[src/rtl/spq_pkg.sv]
// spq_pkg: shared types and codes of the sorted priority queue.
// No dependencies; used by spq_cell, spq_obuf and sorted_priority_queue.
package spq_pkg;

  // request codes
  localparam logic [1:0] REQ_ENQ = 2'd0;
  localparam logic [1:0] REQ_DEQ = 2'd1;
  localparam logic [1:0] REQ_CLR = 2'd2;

  // status codes
  localparam logic [1:0] ST_OK    = 2'd0;
  localparam logic [1:0] ST_FULL  = 2'd1;
  localparam logic [1:0] ST_EMPTY = 2'd2;

  localparam int unsigned DataW  = 32;
  localparam int unsigned CountW = 5;

  typedef struct packed {
    logic [DataW-1:0]        value;
    logic signed [DataW-1:0] prio;
  } entry_t;

  // per-cycle command broadcast to every cell
  typedef struct packed {
    logic enq;
    logic deq;
  } cell_ctrl_t;

  typedef struct packed {
    logic [1:0]              status;
    logic [DataW-1:0]        value;
    logic signed [DataW-1:0] prio;
    logic [CountW-1:0]       count;
  } result_t;

endpackage

[src/rtl/spq_cell.sv]
// spq_cell: one slot of the sorted chain, holding a single entry.
// Depends on spq_pkg.
module spq_cell (
  input  logic               clk_i,
  input  spq_pkg::cell_ctrl_t ctrl_i,
  input  logic               valid_i,
  input  spq_pkg::entry_t    new_i,
  input  spq_pkg::entry_t    left_i,
  input  logic               left_greater_i,
  input  spq_pkg::entry_t    right_i,
  output spq_pkg::entry_t    entry_o,
  output logic               greater_o
);
  import spq_pkg::*;

  entry_t entry_q, entry_d;

  // new item ranks ahead of this slot (empty slots always lose)
  assign greater_o = !valid_i || ($signed(new_i.prio) > $signed(entry_q.prio));

  always_comb begin
    entry_d = entry_q;
    if (ctrl_i.enq) begin
      if (greater_o) begin
        entry_d = left_greater_i ? left_i : new_i;
      end
    end else if (ctrl_i.deq) begin
      entry_d = right_i;
    end
  end

  always_ff @(posedge clk_i) begin
    entry_q <= entry_d;
  end

  assign entry_o = entry_q;

endmodule

[src/rtl/spq_obuf.sv]
// spq_obuf: output register plus skid slot for result items.
// Depends on spq_pkg.
module spq_obuf (
  input  logic             clk_i,
  input  logic             rst_ni,
  input  logic             push_i,
  input  spq_pkg::result_t res_i,
  output logic             full_o,
  output logic             out_valid_o,
  input  logic             out_stall_i,
  output spq_pkg::result_t res_o
);
  import spq_pkg::*;

  logic    out_valid_q, out_valid_d;
  logic    skid_valid_q, skid_valid_d;
  result_t out_q, out_d, skid_q, skid_d;
  logic    out_free;

  assign out_free = !out_valid_q || !out_stall_i;

  always_comb begin
    out_valid_d  = out_valid_q;
    skid_valid_d = skid_valid_q;
    out_d        = out_q;
    skid_d       = skid_q;
    if (skid_valid_q) begin
      if (out_free) begin
        out_d        = skid_q;
        out_valid_d  = 1'b1;
        skid_valid_d = 1'b0;
      end
    end else if (push_i) begin
      if (out_free) begin
        out_d       = res_i;
        out_valid_d = 1'b1;
      end else begin
        skid_d       = res_i;
        skid_valid_d = 1'b1;
      end
    end else if (out_free) begin
      out_valid_d = 1'b0;
    end
  end

  always_ff @(posedge clk_i or negedge rst_ni) begin
    if (!rst_ni) begin
      out_valid_q  <= 1'b0;
      skid_valid_q <= 1'b0;
    end else begin
      out_valid_q  <= out_valid_d;
      skid_valid_q <= skid_valid_d;
    end
  end

  always_ff @(posedge clk_i) begin
    out_q  <= out_d;
    skid_q <= skid_d;
  end

  assign full_o      = skid_valid_q;
  assign out_valid_o = out_valid_q;
  assign res_o       = out_q;

endmodule

[src/rtl/sorted_priority_queue.sv]
// sorted_priority_queue: top level, a chain of DEPTH sorting cells with
// an occupancy counter and a two-slot output buffer.
// Depends on spq_pkg, spq_cell and spq_obuf.
//
//  channel | direction | handshake              | payload
//  --------+-----------+------------------------+-----------------------------------
//  request | in        | in_valid_i / in_stall_o| req_type, item_value, item_priority
//  result  | out       | out_valid_o/out_stall_i| status, out_value, out_priority,
//          |           |                        | entry_count
//
// One item per cycle while in_stall_o is low: every cell compares the new
// priority in parallel and the affected cells shift at the accepting edge;
// the result is registered in the output buffer.
// Reset clears the occupancy count and empties the output buffer; cell
// contents are not reset, slots at or above the count are never read.
// A stalled result holds the output register and the next result waits in a
// skid slot; the request side stalls only while that slot is occupied.
module sorted_priority_queue #(
  parameter int unsigned DEPTH = 16
) (
  input  logic        clk_i,
  input  logic        rst_ni,
  input  logic        in_valid_i,
  output logic        in_stall_o,
  input  logic [1:0]  req_type_i,
  input  logic [31:0] item_value_i,
  input  logic signed [31:0] item_priority_i,
  output logic        out_valid_o,
  input  logic        out_stall_i,
  output logic [1:0]  status_o,
  output logic [31:0] out_value_o,
  output logic signed [31:0] out_priority_o,
  output logic [4:0]  entry_count_o
);
  import spq_pkg::*;

  localparam int unsigned CW = $clog2(DEPTH + 1);

  logic [CW-1:0] count_q, count_d;
  logic          in_accept;
  logic          full, empty;
  cell_ctrl_t    ctrl;
  entry_t        new_entry;
  entry_t        cell_entry [DEPTH];
  logic          cell_greater [DEPTH];
  result_t       res;
  result_t       res_out;
  logic          obuf_full;
  logic [CW+CountW-1:0] count_ext;

  assign in_stall_o = obuf_full;
  assign in_accept  = in_valid_i && !obuf_full;

  assign full  = (count_q == CW'(DEPTH));
  assign empty = (count_q == '0);

  assign new_entry.value = item_value_i;
  assign new_entry.prio  = item_priority_i;

  // broadcast command: only accepted, non-rejected requests move the chain
  assign ctrl.enq = in_accept && (req_type_i == REQ_ENQ) && !full;
  assign ctrl.deq = in_accept && (req_type_i == REQ_DEQ) && !empty;

  // cell chain; slot 0 is the head
  for (genvar g = 0; g < DEPTH; g++) begin : g_cell
    spq_cell u_cell (
      .clk_i          (clk_i),
      .ctrl_i         (ctrl),
      .valid_i        (CW'(g) < count_q),
      .new_i          (new_entry),
      .left_i         ((g == 0) ? new_entry : cell_entry[(g == 0) ? 0 : g-1]),
      .left_greater_i ((g == 0) ? 1'b0 : cell_greater[(g == 0) ? 0 : g-1]),
      .right_i        ((g == DEPTH-1) ? cell_entry[g]
                                      : cell_entry[(g == DEPTH-1) ? g : g+1]),
      .entry_o        (cell_entry[g]),
      .greater_o      (cell_greater[g])
    );
  end

  // next count and result item
  always_comb begin
    count_d    = count_q;
    res.status = ST_OK;
    res.value  = '0;
    res.prio   = '0;
    unique case (req_type_i)
      REQ_ENQ: begin
        if (full) res.status = ST_FULL;
        else      count_d    = count_q + CW'(1);
      end
      REQ_DEQ: begin
        if (empty) begin
          res.status = ST_EMPTY;
        end else begin
          res.value = cell_entry[0].value;
          res.prio  = cell_entry[0].prio;
          count_d   = count_q - CW'(1);
        end
      end
      REQ_CLR: count_d = '0;
      default: ;  // unused code: no change
    endcase
    count_ext = {{CountW{1'b0}}, count_d};
    res.count = count_ext[CountW-1:0];
  end

  always_ff @(posedge clk_i or negedge rst_ni) begin
    if (!rst_ni) begin
      count_q <= '0;
    end else if (in_accept) begin
      count_q <= count_d;
    end
  end

  spq_obuf u_obuf (
    .clk_i       (clk_i),
    .rst_ni      (rst_ni),
    .push_i      (in_accept),
    .res_i       (res),
    .full_o      (obuf_full),
    .out_valid_o (out_valid_o),
    .out_stall_i (out_stall_i),
    .res_o       (res_out)
  );

  assign status_o       = res_out.status;
  assign out_value_o    = res_out.value;
  assign out_priority_o = res_out.prio;
  assign entry_count_o  = res_out.count;

  // checks
  a_count_range: assert property (@(posedge clk_i) disable iff (!rst_ni)
    count_q <= CW'(DEPTH))
    else $error("occupancy above depth");

  a_skid_needs_out: assert property (@(posedge clk_i) disable iff (!rst_ni)
    in_stall_o |-> out_valid_o)
    else $error("skid slot held while output register empty");

  a_enq_count: assert property (@(posedge clk_i) disable iff (!rst_ni)
    ctrl.enq |=> count_q == $past(count_q) + CW'(1))
    else $error("enqueue did not advance count");

  a_clr_count: assert property (@(posedge clk_i) disable iff (!rst_ni)
    (in_accept && req_type_i == REQ_CLR) |=> count_q == '0)
    else $error("clear left entries behind");

  a_ctrl_excl: assert property (@(posedge clk_i) disable iff (!rst_ni)
    !(ctrl.enq && ctrl.deq))
    else $error("enqueue and dequeue together");

endmodule

[config.mk]
export PLATFORM = sky130hd
export DESIGN_NAME = sorted_priority_queue
export DESIGN_NICKNAME = d
export VERILOG_FILES = /design/src/rtl/spq_pkg.sv /design/src/rtl/spq_cell.sv /design/src/rtl/spq_obuf.sv /design/src/rtl/sorted_priority_queue.sv
export SDC_FILE = /design/constraint.sdc
export NUM_CORES = 2
export LEC_CHECK = 0
export ABC_CLOCK_PERIOD_IN_PS = 17800
export BUFFER_PORTS_ARGS = -buffer_cell sky130_fd_sc_hd__buf_2
export CAP_MARGIN = 20
export CORE_MARGIN = 8
export CORE_UTILIZATION = 50
export DETAILED_ROUTE_END_ITERATION = 8
export PLACE_DENSITY = 0.64
export SLEW_MARGIN = 15
export SYNTH_ARGS = -nofsm -noshare
export SYNTH_HDL_FRONTEND = slang
export SYNTH_SLANG_ARGS = --single-unit
[constraint.sdc]
create_clock -name clk_i -period 17.8 [get_ports clk_i]
set_input_delay 3.56 -clock clk_i [delete_from_list [all_inputs] [get_ports clk_i]]
set_output_delay 3.56 -clock clk_i [all_outputs]
set_load 0.01 [all_outputs]
# After elaboration in Yosys (flattened, before gate mapping)
# Cells that the tools add are included.
totals:
  reg_bits: 1173
  out_inout_bits: 73
  inputBits: 70
classes:
  n_reduce_logical: 66
  muxes: 79
  n_lt_le_gt_ge: 32
  bitwise: 2
  eq_ne: 18
  add_sub_neg: 2
ops:
  columns: ["cell", "count"]
  rows:
  - ["$mux 64", 62]
  - ["$gt 32x32->1", 16]
  - ["$mux 71", 4]
  - ["$lt 4x5->1 const A", 8]
  - ["$reduce_and 2->1", 17]
  - ["$ne 2x1->1 const B", 15]
  - ["$logic_not 1->1", 21]
  - ["$lt 3x5->1 const A", 4]
  - ["$logic_or 1x1->1", 17]
  - ["$pmux 5 s3", 1]
  - ["$lt 1x5->1 const A", 2]
  - ["$lt 2x5->1 const A", 2]
  - ["$mux 5", 2]
  - ["$mux 1", 8]
  - ["$add 5x1->5 const B", 1]
  - ["$eq 5x5->1 const B", 1]
  - ["$logic_and 1x1->1", 5]
  - ["$logic_not 5->1", 1]
  - ["$sub 5x1->5 const B", 1]
  - ["$pmux 2 s2", 1]
  - ["$reduce_bool 2->1", 2]
  - ["$reduce_and 3->1", 1]
  - ["$reduce_bool 3->1", 1]
  - ["$eq 2x1->1 const B", 1]
  - ["4 further kinds", 5]

# Longest topological paths before layout
logic_depth:
  depth_word: 6
  ltp_mapped: 15
  mapped_depth_nobuf: 10

# By module
# From an unflattened synthesis, not the netlist that was laid out.
hier_totals:
  cells_unflattened: 6725
  hier_area_um2: 71733.8
modules_own_cells:
  columns: ["module", "cells_per_inst", "seq_area_each_um2", "n_inst", "area_per_inst_um2"]
  rows:
  - ["spq_cell at g_cell[0].u_cell ...", 394, 1921.8, 12, 4063.9]
  - ["spq_cell at g_cell[7].u_cell ...", 396, 1921.8, 3, 4066.4]
  - ["spq_obuf", 227, 4314.1, 1, 5401.4]
  - ["spq_cell at g_cell[12].u_cell", 398, 1921.8, 1, 4142.7]
  - ["sorted_priority_queue", 184, 125.1, 1, 1223.7]

# Least setup slack after synthesis
# OpenSTA, ideal clock, no wires.
synth_path:
  path_kind: "input to register"
  start: "input port item_priority_i[17]"
  end: "register g_cell[7].u_cell.entry_q, in the netlist g_cell[7].u_cell.entry_o[0] (enable)"
  cell_stages: 10
  path_buffers: 2
  path_slack_ns: 7.445
  t_arrival_ns: 9.781
  cell_sequence: "ha_1 a21o_1 a221o_1 a221oi_1 o21ai_0 o32ai_1 nor3_2 buf_4 buf_6 o21ai_0"
synth_between:
  elab_chain_len: 4
synth_lines:
  columns: ["element", "line", "rtl"]
  rows:
  - ["start, declared", "sorted_priority_queue.sv:27", "input logic signed [31:0] item_priority_i,"]
  - ["$gt 32x32->1", "spq_cell.sv:19", "assign greater_o = !valid_i || ($signed(new_i.prio) > $signed(entry_q.prio));"]
  - ["$logic_or 1x1->1", "spq_cell.sv:19", null]
  - ["$ne 2x1->1 (no source line)", null, null]
  - ["$reduce_and 2->1 (no source line)", null, null]
  - ["end signal, assigned", "spq_cell.sv:33", "entry_q <= entry_d;"]
  - ["end, declared", "spq_cell.sv:16", "entry_t entry_q, entry_d;"]
# No other way between the ends.
# A chain may end at the register's enable or synchronous reset.

# Final worst setup path
layout_path:
  start: "input port item_priority_i[5]"
  end: "register g_cell[0].u_cell.entry_q, in the netlist g_cell[0].u_cell.entry_o[37] (enable)"
layout_between:
  elab_chain_len: 4
layout_lines:
  columns: ["element", "line"]
  rows:
  - ["$gt 32x32->1", "spq_cell.sv:19"]
  - ["$logic_or 1x1->1", "spq_cell.sv:19"]
  - ["$ne 2x1->1 (no source line)", null]
  - ["$reduce_and 2->1 (no source line)", null]
  - ["end signal, assigned", "spq_cell.sv:33"]
  - ["end, declared", "spq_cell.sv:16"]
# No other way between the ends.

==> flow_summary.json <==
{
  "dr.first_iter.drc_count": 5179,
  "cts_setup_buffers": 0,
  "overall_routing_resource_usage_pct": 27.0,
  "cts_hold_repair.buffers": 0,
  "crit_share_post_route_pct": 42.8,
  "total_power_mw": 8.12,
  "first_global_vias": 52000,
  "drt_pre_antenna_iters": 6,
  "synthTopCellsByArea": "edfxtp_1, ha_1, nand3_1, nand2_1, o211ai_1",
  "post_cts.resized_instances": 0,
  "power_per_cell_area_nw_per_um2": 109,
  "timing.clock.skew_ps": 38.4,
  "final_design_area_no_fill_um2": 74700,
  "clock_sink_count": 1173,
  "post_route_cells_drive_above_1_share_pct": 10.1,
  "p_leak_nw": 28.8,
  "worst_pin_slew_ps": 1170,
  "grt_pass1_wl_um": 313000,
  "combinationalPowerShare_pct": 21.9,
  "period_needed_ps": 7620,
  "portBuffers": 142,
  "maxSlewHeadroom_pct": 22.1,
  "synth-async-reset-ratio_pct": 0.597,
  "avgRoutedWirePerCell_um": 25.2,
  "grt_setup_unrepaired": "no",
  "path_delay_family": "compound AO/OA/AOI/OAI gates",
  "crit_slowest_cell": "a2111oi_0",
  "synth-seq-area-share_pct": 51.3,
  "worst-path-max-fanout": 57,
  "end_kind": "register",
  "synth_warnings": 0,
  "cts_max_path_buffers": 3,
  "numCtsBuffers": 139,
  "pin_count": 143,
  "achievable-frequency_ghz": 0.131,
  "synth_edf_count": 1166,
  "effective_utilization_at_floorplan_pct": 50.1,
  "cap_viol_max_count": 0,
  "critical_path.most_common_cell": "buf_4",
  "cts.clk_slew.worst_paths_ps": 60,
  "yosys.area.top_type_share_pct": 51.1,
  "netSwitchingFraction_pct": 32.4,
  "worstPathBufferInverterCount": 4,
  "crit_path_cell_trace": "buf_2, buf_4, ha_1, a21oi_1, nor2_1, a2111oi_0, a2bb2oi_1, a22o_1, o22ai_4, buf_4, nand2_1, nand2_4, buf_4",
  "floorplan.rows": 136,
  "route.detailed.drc": 0,
  "netlist-cell-type-count": 70,
  "synth_fp_nets": 6990,
  "cell_internal_pwr_mw": 5.49,
  "clockRootBuffer": "clkbuf_16",
  "timing_hold_violations_final": 0,
  "synth.avg_cell_area_um2": 10.7,
  "clkPwrFrac_pct": 34.2,
  "detail_route.wirelength_um": 206000,
  "synth_area_leader_cell": "edfxtp_1",
  "seqPwrFrac_pct": 43.9,
  "die_width_um": 386,
  "cp_data_required_time_ps": 18220,
  "global_placer_s_final_weighted_congestion": 0.926,
  "overall_overflow_remaining_after_global_route": 0,
  "fin_tns_setup_ps": 0,
  "fp.dieArea_um2": 149000,
  "setup_viol": 0,
  "dpl-instance-area_um2": 70300,
  "synth.ff_latch_count": 1173,
  "clock_h_tree_levels": 4,
  "peakVddDrop_v": 0.000130,
  "synth-main-ff-cell": "edfxtp_1",
  "hold_class": "reg2reg",
  "final_net_count": 6866,
  "max_stage_delay_ps": 950,
  "tritoncts_clock_tree": "done",
  "timing_max_transition_violations_final": 0,
  "power.switching_mw": 2.63,
  "floorplan_die_height_um": 386,
  "worst_setup_path_start_kind": "input pin",
  "finalCoreUtilization_pct": 54.6,
  "synth_area_um2": 68500,
  "crit_type": "in2reg",
  "num-fill-cells": 11900,
  "maximum_number_of_pins_on_one_net_before_global_route_repair": 194,
  "syn_inst": 6405,
  "design.core.area_um2": 137000,
  "clk-insertion-delay-late_ps": 800,
  "timing.critical_path.arrival_ps": 8040,
  "detailroute.via_count": 52700,
  "run_status": "finished clean",
  "synthToLayoutAreaGrowth_pct": 8.92,
  "vias_per_cell": 6.44,
  "initial_antenna_violation_count": 12,
  "drt.antenna.violating_nets": 0,
  "dp_hpwl_um": 135000
}
registers in the layout, indices dropped and copies added, names as in the netlist:
name and flops:
count_q 5, g_cell.u_cell.entry_o 1024, u_obuf.full_o 1, u_obuf.out_valid_o 1, u_obuf.res_o 71, u_obuf.skid_q 71
kinds of logic (layout without fill, tap and decap cells):
logic type      Yosys count  count (layout)  share of synthesized area, %
buf+inv                1030            1010                          6.25
xor+xnor                  2               2                        0.0256
other cells               0               4                             0
compound gates         1433            1433                          14.9
mux                     340             340                          5.27
fa+ha+maj               515             515                          9.40
flops                  1173            1173                          51.3
simple gates           1912            1912                          12.9
synthesized netlist by cell type, types with 9 or more instances:
cell       count
ha_1         515
nor2_1        75
a2111oi_0     14
buf_2         96
nor4_1        19
and2_1        35
o31ai_1       35
nand3_1      745
edfxtp_1    1166
o221ai_1     343
mux2_2       168
buf_4         13
buf_1         37
a221oi_1      18
inv_1        525
clkbuf_1     325
and4_1         9
buf_6         33
o211ai_1     409
o21ai_0       96
a21o_1       106
nor3_1        16
nor2b_1       29
nand4_1      112
nand2b_1       9
o21ai_1      175
nand2_1      829
a211o_1       11
mux2i_1      172
a21oi_1      171
tightest hold or removal path, stage by stage, from the launching register on:
cell,delay (ps)
edfxtp_1,320
nand2_1,50
o31ai_1,50
power groups by stage:
stage	Combinational, mW	Sequential [mW]	Clock [mW]
after floorplan	1.20	3.57	0
after global placement	1.71	3.62	0
after detailed placement	1.76	3.62	0
after CTS	1.76	3.56	2.83
after global routing	1.93	3.59	2.92
final	1.78	3.56	2.78
worst paths after layout:
path                                    start                             to  slack [ps]  cells after the start
max                        item_priority_i[5]   g_cell[0].u_cell.entry_o[37]       10180                     13
min                         u_obuf.skid_q[21]               u_obuf.res_o[21]         520                      2
max reg2reg                        count_q[1]  g_cell[13].u_cell.entry_o[21]       11870                     11
min reg2reg                 u_obuf.skid_q[21]               u_obuf.res_o[21]         520                      2
max in group asynchronous              rst_ni                  u_obuf.full_o       15020                      1
min in group asynchronous              rst_ni                     count_q[1]        2600                      1
per-layer routing:
layer  global-route usage, %  share of wire [%]  vias to the layer above
li1                        -                  -                    24100
met1                    35.5                 41                    26100
met2                    44.5                 47                     2057
met3                    3.78                6.6                      481
met4                    12.2                4.8                        4
met5                       0              0.013                        -
stage by stage:
step / worst slack [ps] / hold WS, ps / std cells
floorplan: 7450 / 498 / 6405
global placement: 9030 / 507 / 7930
detailed placement: 9500 / 513 / 7933
CTS: 10320 / 523 / 8178
global route: 10020 / 545 / 8180
finish: 10180 / 520 / 8183
cell type report:
type / count / area [um2] / area share [%]
clock buffer: 175 / 3710 / 4.96
tap: 1794 / 2240 / 3.01
sequential: 1173 / 35200 / 47.1
multi-input combinational: 4202 / 29400 / 39.4
clock inverter: 70 / 643 / 0.861
inverter: 526 / 1970 / 2.64
timing repair buffer: 239 / 1510 / 2.02
antenna: 4 / 10.0 / 0.0134
cell usage in the layout, fill, tap and decap left out, types with 5 or more instances in the layout:
cell type  instances
o221ai_1         343
nor2_4             6
nor3_1            16
edfxtp_1        1166
inv_1            525
a2111oi_0         13
ha_1             515
o21ai_0           94
nand2b_1           9
o21a_1             8
nor3b_1            8
inv_16             6
nand3_1          743
o211ai_1         409
nor2_1            70
a21o_1           106
mux2i_1          172
nand4_1          112
nand2_4           12
nor4_1            19
buf_2            142
o21ai_1          174
a21oi_1          167
nor2b_1           29
a211o_1           11
dfrtp_1            6
clkbuf_8           5
nand2_1          817
clkinv_2          25
mux2_2           168
o31ai_1           34
and2_1            35
and4_1             9
buf_4             90
a221oi_1          18
clkbuf_16        141
a211oi_1           7
clkbuf_1          29
clkinv_1          24
No activity file was read; power rests on OpenSTA's default activity.
